===== config.mk =====
export PLATFORM = sky130hd
export DESIGN_NAME = modified_utf8_validator_top
export DESIGN_NICKNAME = d
export VERILOG_FILES = /design/src/hw/rtl/mu8v_pkg.sv /design/src/hw/rtl/mu8v_decode.sv /design/src/hw/rtl/modified_utf8_validator_top.sv
export SDC_FILE = /design/constraint.sdc
export NUM_CORES = 1
export LEC_CHECK = 0
export BUFFER_PORTS_ARGS = -buffer_cell sky130_fd_sc_hd__buf_2
export CAP_MARGIN = 20
export CORE_MARGIN = 10
export CORE_UTILIZATION = 23
export CTS_BUF_LIST = sky130_fd_sc_hd__clkbuf_4 sky130_fd_sc_hd__clkbuf_8
export CTS_CLUSTER_DIAMETER = 60
export DETAILED_ROUTE_END_ITERATION = 16
export GPL_ROUTABILITY_DRIVEN = 0
export GPL_TIMING_DRIVEN = 0
export PLACE_DENSITY_LB_ADDON = 0.2
export SYNTH_ARGS = -nofsm -noshare
export SYNTH_HDL_FRONTEND = slang
export SYNTH_HIERARCHICAL = 1
export SYNTH_SLANG_ARGS = --single-unit

===== constraint.sdc =====
create_clock -name clk -period 3.25 [get_ports clk]
set_clock_uncertainty 0.15 [all_clocks]
set_input_delay 0.1625 -clock clk [delete_from_list [all_inputs] [get_ports clk]]
set_output_delay 0.1625 -clock clk [all_outputs]
set_load 0.02 [all_outputs]

===== src/hw/rtl/mu8v_pkg.sv =====
`default_nettype none
package mu8v_pkg;

	// one-hot decoder state
	typedef enum logic [8:0] {
		PH_IDLE    = 9'b000000001,
		PH_NUL2    = 9'b000000010,
		PH_CONT1   = 9'b000000100,
		PH_E0      = 9'b000001000,
		PH_CONT2   = 9'b000010000,
		PH_ED      = 9'b000100000,
		PH_HI3     = 9'b001000000,
		PH_LO_LEAD = 9'b010000000,
		PH_LO_2    = 9'b100000000
	} phase_t;

	typedef struct packed {
		phase_t next_phase;
		logic   err;
	} step_t;

	localparam logic [7:0] BYTE_ASCII_HI = 8'h7F;
	localparam logic [7:0] BYTE_CONT_LO  = 8'h80;
	localparam logic [7:0] BYTE_CONT_HI  = 8'hBF;
	localparam logic [7:0] BYTE_NUL_LEAD = 8'hC0;
	localparam logic [7:0] BYTE_2B_LO    = 8'hC2;
	localparam logic [7:0] BYTE_2B_HI    = 8'hDF;
	localparam logic [7:0] BYTE_E0       = 8'hE0;
	localparam logic [7:0] BYTE_3B_HI    = 8'hEF;
	localparam logic [7:0] BYTE_ED       = 8'hED;
	localparam logic [7:0] BYTE_SURR_LO  = 8'hA0;
	localparam logic [7:0] BYTE_ED_LO_HI = 8'h9F;
	localparam logic [7:0] BYTE_HI_SURR  = 8'hAF;
	localparam logic [7:0] BYTE_LO_SURR  = 8'hB0;

endpackage
`default_nettype wire


===== src/hw/rtl/mu8v_decode.sv =====
`default_nettype none
module mu8v_decode
	import mu8v_pkg::*;
(
	input  var phase_t     phase,
	input  var logic [7:0] data,
	output var step_t      step
);

	logic is_cont;
	logic is_ascii;

	assign is_cont  = (data >= BYTE_CONT_LO) && (data <= BYTE_CONT_HI);
	assign is_ascii = (data != 8'h00) && (data <= BYTE_ASCII_HI);

	always_comb begin
		step.next_phase = PH_IDLE;
		step.err        = 1'b0;
		unique case (phase)
			PH_IDLE: begin
				if (is_ascii) begin
					step.next_phase = PH_IDLE;
				end else if (data == BYTE_NUL_LEAD) begin
					step.next_phase = PH_NUL2;
				end else if ((data >= BYTE_2B_LO) && (data <= BYTE_2B_HI)) begin
					step.next_phase = PH_CONT1;
				end else if (data == BYTE_E0) begin
					step.next_phase = PH_E0;
				end else if (data == BYTE_ED) begin
					step.next_phase = PH_ED;
				end else if ((data > BYTE_E0) && (data <= BYTE_3B_HI)) begin
					step.next_phase = PH_CONT2;
				end else begin
					step.err = 1'b1;
				end
			end
			PH_NUL2: begin
				step.err = (data != BYTE_CONT_LO);
			end
			PH_CONT1: begin
				step.err = !is_cont;
			end
			PH_E0: begin
				step.next_phase = PH_CONT1;
				step.err = !((data >= BYTE_SURR_LO) && (data <= BYTE_CONT_HI));
			end
			PH_CONT2: begin
				step.next_phase = PH_CONT1;
				step.err        = !is_cont;
			end
			PH_ED: begin
				if ((data >= BYTE_CONT_LO) && (data <= BYTE_ED_LO_HI)) begin
					step.next_phase = PH_CONT1;
				end else if ((data >= BYTE_SURR_LO) && (data <= BYTE_HI_SURR)) begin
					step.next_phase = PH_HI3;
				end else begin
					step.err = 1'b1;
				end
			end
			PH_HI3: begin
				step.next_phase = PH_LO_LEAD;
				step.err        = !is_cont;
			end
			PH_LO_LEAD: begin
				step.next_phase = PH_LO_2;
				step.err        = (data != BYTE_ED);
			end
			PH_LO_2: begin
				step.next_phase = PH_CONT1;
				step.err = !((data >= BYTE_LO_SURR) && (data <= BYTE_CONT_HI));
			end
			default: begin
				step.err = 1'b1;
			end
		endcase
		// an error drops back to lead-byte state
		if (step.err) begin
			step.next_phase = PH_IDLE;
		end
	end

endmodule
`default_nettype wire


===== src/hw/rtl/modified_utf8_validator_top.sv =====
`default_nettype none
// a last byte's verdict reaches result_valid through the input register and then the result register
// throughput: one byte per cycle while data_stall is low; input register, decode, then one result register
// input stalls only while a last beat sits in the input register behind a stalled result
// reset: asynchronous active-low arst_n clears the stage valid, decoder state,
// sticky error and result valid; the block then expects the lead byte of a new string
module modified_utf8_validator_top
	import mu8v_pkg::*;
(
	input  var logic       clk,
	input  var logic       arst_n,
	input  var logic       data_valid,
	output var logic       data_stall,
	input  var logic [7:0] data_byte,
	input  var logic       last_byte,
	output var logic       result_valid,
	input  var logic       result_stall,
	output var logic       string_valid
);

	logic       valid_s1;
	logic [7:0] byte_s1;
	logic       last_s1;
	phase_t     phase_q;
	logic       err_q;
	logic       string_valid_q;
	logic       result_valid_q;
	step_t      step;
	logic       adv_s1;
	logic       fire_s1;
	logic       in_take;
	logic       err_any;

	mu8v_decode u_decode (
		.phase (phase_q),
		.data  (byte_s1),
		.step  (step)
	);

	// a last beat can only leave stage 1 when the result slot frees up
	assign adv_s1     = !(last_s1 && result_valid_q && result_stall);
	assign fire_s1    = valid_s1 && adv_s1;
	assign data_stall = valid_s1 && !adv_s1;
	assign in_take    = data_valid && !data_stall;
	assign err_any    = err_q || step.err;

	always_ff @(posedge clk or negedge arst_n) begin
		if (!arst_n) begin
			valid_s1 <= 1'b0;
		end else if (!data_stall) begin
			valid_s1 <= data_valid;
		end
	end

	always_ff @(posedge clk) begin
		if (in_take) begin
			byte_s1 <= data_byte;
			last_s1 <= last_byte;
		end
	end

	always_ff @(posedge clk or negedge arst_n) begin
		if (!arst_n) begin
			phase_q <= PH_IDLE;
			err_q   <= 1'b0;
		end else if (fire_s1) begin
			if (last_s1) begin
				phase_q <= PH_IDLE;
				err_q   <= 1'b0;
			end else begin
				phase_q <= step.next_phase;
				err_q   <= err_any;
			end
		end
	end

	always_ff @(posedge clk or negedge arst_n) begin
		if (!arst_n) begin
			result_valid_q <= 1'b0;
		end else if (fire_s1 && last_s1) begin
			result_valid_q <= 1'b1;
		end else if (!result_stall) begin
			result_valid_q <= 1'b0;
		end
	end

	always_ff @(posedge clk) begin
		if (fire_s1 && last_s1) begin
			string_valid_q <= !err_any && (step.next_phase == PH_IDLE);
		end
	end

	assign result_valid = result_valid_q;
	assign string_valid = string_valid_q;

endmodule
`default_nettype wire

======== After elaboration in Yosys (flattened, before gate mapping) ========
Index checks and enable logic that the tools add are counted.
storage, ports and cells
  bits in registers ....................... 22
  bits of input ports ..................... 13
  output and inout port bits .............. 3
  logic and storage cells ................. 82
cells by class
  $lt $le $gt $ge ......................... 11
  equality and inequality tests ........... 16
  muxes and demuxes ....................... 23
  reduce and logical (&&, ||, !) cells .... 25
operator list
  operator            number
  $mux 9              8
  $pmux 9 s5          1
  $le 8x8->1 const B  5
  $ge 8x8->1 const B  4
  $eq 8x8->1 const B  3
  $eq 9x1->1 const B  2
  $ne 8x8->1 const B  2
  $logic_and 1x1->1   15
  $mux 1              11
  $eq 9x2->1 const B  1
  $eq 9x3->1 const B  1
  $eq 9x4->1 const B  1
  $eq 9x5->1 const B  1
  $eq 9x6->1 const B  1
  $eq 9x7->1 const B  1
  $eq 9x8->1 const B  1
  $eq 9x9->1 const B  1
  $gt 8x8->1 const B  1
  $le 8x7->1 const B  1
  $reduce_bool 8->1   1
  $mux 7              1
  $pmux 1 s7          1
  $logic_not 1->1     6
  $reduce_or 3->1     2
  3 further kinds     3

======== Depth between registers and ports, before layout ========
  depth in word-level cells ............... 12
  depth in mapped cells ................... 8
  depth with buffers taken out ............ 7

======== Cells and area by module ========
The synthesis kept the hierarchy.
by module, submodules not included
  module                       times used  cells each  area each (um^2)  seq. area each (um^2)
  modified_utf8_validator_top  1           79          972.2             601.8
  mu8v_decode                  1           74          494.2             0.0

======== Worst setup path before layout ========
No wires, ideal clock.
  path kind ............................... reg2reg
  start point ............................. reg byte_s1[4]
  end point ............................... reg string_valid_q, in the netlist string_valid, data pin
  arrival time ............................ 1.941 ns
  setup slack ............................. 0.904 ns
  cell stages (with the launch flop) ...... 8
  path buffers ............................ 0
  period minus slack after synthesis ...... 2.346 ns
  cell sequence ........................... edfxtp_1 or4_4 nor3_4 o21ai_2 a211oi_2 o21ai_0 nor4b_1 and3_1
RTL lines
  element                   line                               source
  start: declaration        modified_utf8_validator_top.sv:22  logic [7:0] byte_s1;
  start signal: assignment  modified_utf8_validator_top.sv:57  byte_s1 <= data_byte;
  end signal: assignment    modified_utf8_validator_top.sv:89  string_valid_q <= !err_any && (step.next_phase == PH_IDLE);
  end: declaration          modified_utf8_validator_top.sv:26  logic string_valid_q;

==> results.sh <==
export IMPL_status="finished clean"
export IMPL_period_share_pct=83.8
export IMPL_maxSlewViolCount=0
export IMPL_setup_tns_ps=0
export IMPL_intPower_uw=474
export IMPL_multiInputGateArea_um2=788
export IMPL_mappedNetlistArea_um2=1470
export IMPL_synth_fp_nets=166
export IMPL_routedWlPerCell_um=14.1
export IMPL_drcViolationCount=0
export IMPL_ys_flop_type="dfrtp_1"
export IMPL_grt_max_degree=13
export IMPL_worstSkewPairLatency_ps=270
export IMPL_fp_row_count=29
export IMPL_clock_sinks=22
export IMPL_synth_edff_count=10
export IMPL_hpwl_mm=2.69
export IMPL_vias=1268
export IMPL_r2r_start="byte_s1[4]$_DFFE_PP_"
export IMPL_reg2reg_to="string_valid$_DFFE_PP_"
export IMPL_coreArea_um2=6280
export IMPL_crit_type="flip-flop to flip-flop"
export IMPL_grt_pass1_vias=1239
export IMPL_async_flop_share_pct=54.5
export IMPL_root_buffer="clkbuf_8"
export IMPL_instances_no_fill=260
export IMPL_min_from="result_stall"
export IMPL_start_util_pct=23.4
export IMPL_power_switching_share_pct=25.7
export IMPL_slew_limit_headroom_pct=66.2
export IMPL_power_uw=638
export IMPL_finalCriticalPeriod_ps=2720
export IMPL_cts_setup_buffers=0
export IMPL_synth_cell_types=50
export IMPL_power_density_nw_per_um2=354
export IMPL_setup_violations=0
export IMPL_first_pass_iters=4
export IMPL_hold_path_class="input port to flip-flop"
export IMPL_r2r_slack_ps=530
export IMPL_yosysTopAreaCell="edfxtp_1"
export IMPL_worst_hold_path_num_cells=3
export IMPL_ir_drop_v=0.000255
export IMPL_fill_cells=647
export IMPL_cts_tree="built"
export IMPL_max_cap_violations=0
export IMPL_grt_usage_pct=7.31
export IMPL_ys_ff_latch=22
export IMPL_fp_dieH_um=99.8
export IMPL_fin_area_um2=1800
export IMPL_cts_buffer_depth=2
export IMPL_synth_top_family_by_area="simple AND/OR/NAND/NOR gates"
export IMPL_synth_fa_ha_area_share_pct=0
export IMPL_via_per_inst=4.88
export IMPL_antenna_cells=0
export IMPL_postRouteAntennaNets=0
export IMPL_finish_net_count=197
export IMPL_reg2reg_depth=7
export IMPL_drtIter0Drc=91
export IMPL_worst_pin_slew_ps=503
export IMPL_hold_viol_final=0
export IMPL_synthXorXnorAreaFrac_pct=2.39
export IMPL_layout_common_cells="16 x nor2_1, 16 x buf_2, 13 x nand4_1"
export IMPL_clk_pin_slew_ps=80
export IMPL_io_pins=16
export IMPL_fp_dieW_um=99.8
export IMPL_final_util_pct=28.7
export IMPL_regArea_um2=602
export IMPL_p_leak_uw=0.000718
export IMPL_die_area_um2=9970
export IMPL_area_growth_pct=23.0
export IMPL_fmax_mhz=367
export IMPL_antenna_found_initial=0
export IMPL_yosys_top_cells_area="edfxtp_1 20%, dfrtp_1 19%, nand4_1 5.5%, nand2b_1 4.7%, nand3b_1 4.6%"
export IMPL_syn_area_per_cell_um2=9.58
export IMPL_p_clk_share_pct=30.7
export IMPL_postPlaceCellArea_um2=1640
export IMPL_critPathCaptureType="flip-flop"
export IMPL_port_buffers=15
export IMPL_grt_ovfl_total=0
export IMPL_synth_top_area_share_pct=20.5
export IMPL_p_seq_share_pct=51.2
export IMPL_drive_above_1_share_pct=20.8
export IMPL_synth_area_mux_share_pct=0.768
export IMPL_rsz0062_at_grt="no"
export IMPL_p_switching_uw=164
export IMPL_synth_compound_area_share_pct=11.2
export IMPL_path_max_fanout=5
export IMPL_drt_total_wl_mm=3.67
export IMPL_yosys_area_share_simple_pct=39.4
export IMPL_crit_required_ps=3230
export IMPL_dpl_cell_count=245
export IMPL_grt_pass1_wl_mm=6.08
export IMPL_seq_area_frac_synth_pct=41.0
export IMPL_syn_instance_count=153
export IMPL_yosys_warnings=6
export IMPL_p_comb_share_pct=18.1
export IMPL_numCtsBuffers=3
export IMPL_h_tree_depth=1
export IMPL_startpoint_type="flip-flop"
export IMPL_critical_path_arrival_ps=2710
export IMPL_hold_end="valid_s1$_DFFE_PN0N_"
[layer usage]
| metal | up-vias | routed length [µm] | GRT usage [%] |
|---|---|---|---|
| li1 | 640 | - | - |
| met1 | 599 | 1780 | 9.58 |
| met2 | 25 | 1690 | 11.6 |
| met3 | 4 | 151 | 1.65 |
| met4 | 0 | 37 | 2.32 |
| met5 | - | 0 | 0 |
[worst max-delay path by stage]
stage	startpoint	end	slack (ps)	cells past startpoint
6_report	byte_s1[4]$_DFFE_PP_	string_valid$_DFFE_PP_	530	7
5_1_grt	phase_q[1]$_DFFE_PN0P_	string_valid$_DFFE_PP_	370	8
2_1_floorplan	byte_s1[4]$_DFFE_PP_	string_valid$_DFFE_PP_	900	7
3_5_place_dp	byte_s1[4]$_DFFE_PP_	string_valid$_DFFE_PP_	490	7
3_3_place_gp	byte_s1[4]$_DFFE_PP_	string_valid$_DFFE_PP_	440	7
4_1_cts	byte_s1[4]$_DFFE_PP_	string_valid$_DFFE_PP_	480	7
[sequential cells by signal, indices dropped and copies added, names as in the netlist]
| register | cells |
|---|---|
| err_q | 1 |
| byte_s1 | 8 |
| phase_q | 9 |
| valid_s1 | 1 |
| result_valid | 1 |
| last_s1 | 1 |
| string_valid | 1 |
[worst max-delay path, cell delays in order, from the launching register on]
cell      delay (ps)
edfxtp_1         450
or4_4            610
nor3_4           170
o21ai_2           90
a211oi_2         350
o221ai_1         260
nor4b_1          310
and3_1           210
[power groups by stage]
stage | clock network [µW] | registers [µW] | logic, µW
floorplan | 0 | 332 | 72.2
global placement | 0 | 332 | 108
detailed placement | 0 | 333 | 106
CTS | 207 | 327 | 117
global route | 217 | 330 | 129
finish | 196 | 327 | 116
[final cells by class]
| type | instances | area share (%) |
|---|---|---|
| timing repair buffer | 26 | 10.3 |
| multi-input combinational | 118 | 43.7 |
| inverter | 3 | 0.625 |
| sequential | 22 | 33.4 |
| tap | 77 | 5.34 |
| buffer | 10 | 3.61 |
| clock buffer | 4 | 3.05 |
[logic make-up (layout without fill, tap and decap cells)]
kind of cell,Yosys count,after routing
flops,22,22
mux,1,1
xor+xnor,4,4
compound gates,22,22
simple gates,91,91
buf+inv,13,43
[cells in the mapped netlist (2+ instances only)]
| master | instances |
|---|---|
| nor2_1 | 16 |
| nand4_1 | 13 |
| dfrtp_1 | 11 |
| nand2b_1 | 11 |
| edfxtp_1 | 10 |
| nand3_1 | 9 |
| nand3b_1 | 9 |
| nand2_1 | 6 |
| o21ai_0 | 6 |
| buf_4 | 5 |
| nor4_1 | 4 |
| clkbuf_1 | 3 |
| inv_1 | 3 |
| nand4b_1 | 3 |
| nor3_1 | 3 |
| xor2_1 | 3 |
| a21oi_1 | 2 |
| and2_1 | 2 |
| nor3b_2 | 2 |
| o2111a_1 | 2 |
[what timing repair did]
item	in CTS	in global routing
resized for setup	0	0
hold buffers	11	0
hold endpoints to repair	22	0
[metrics by stage]
step	hold slack (ps)	setup WS [ps]
2_1_floorplan	-283	904
3_3_place_gp	-79.0	439
3_5_place_dp	-81.9	491
4_1_cts	73.8	481
5_1_grt	91.3	366
6_report	71.6	525
No activity file was read; power rests on OpenSTA's default activity.
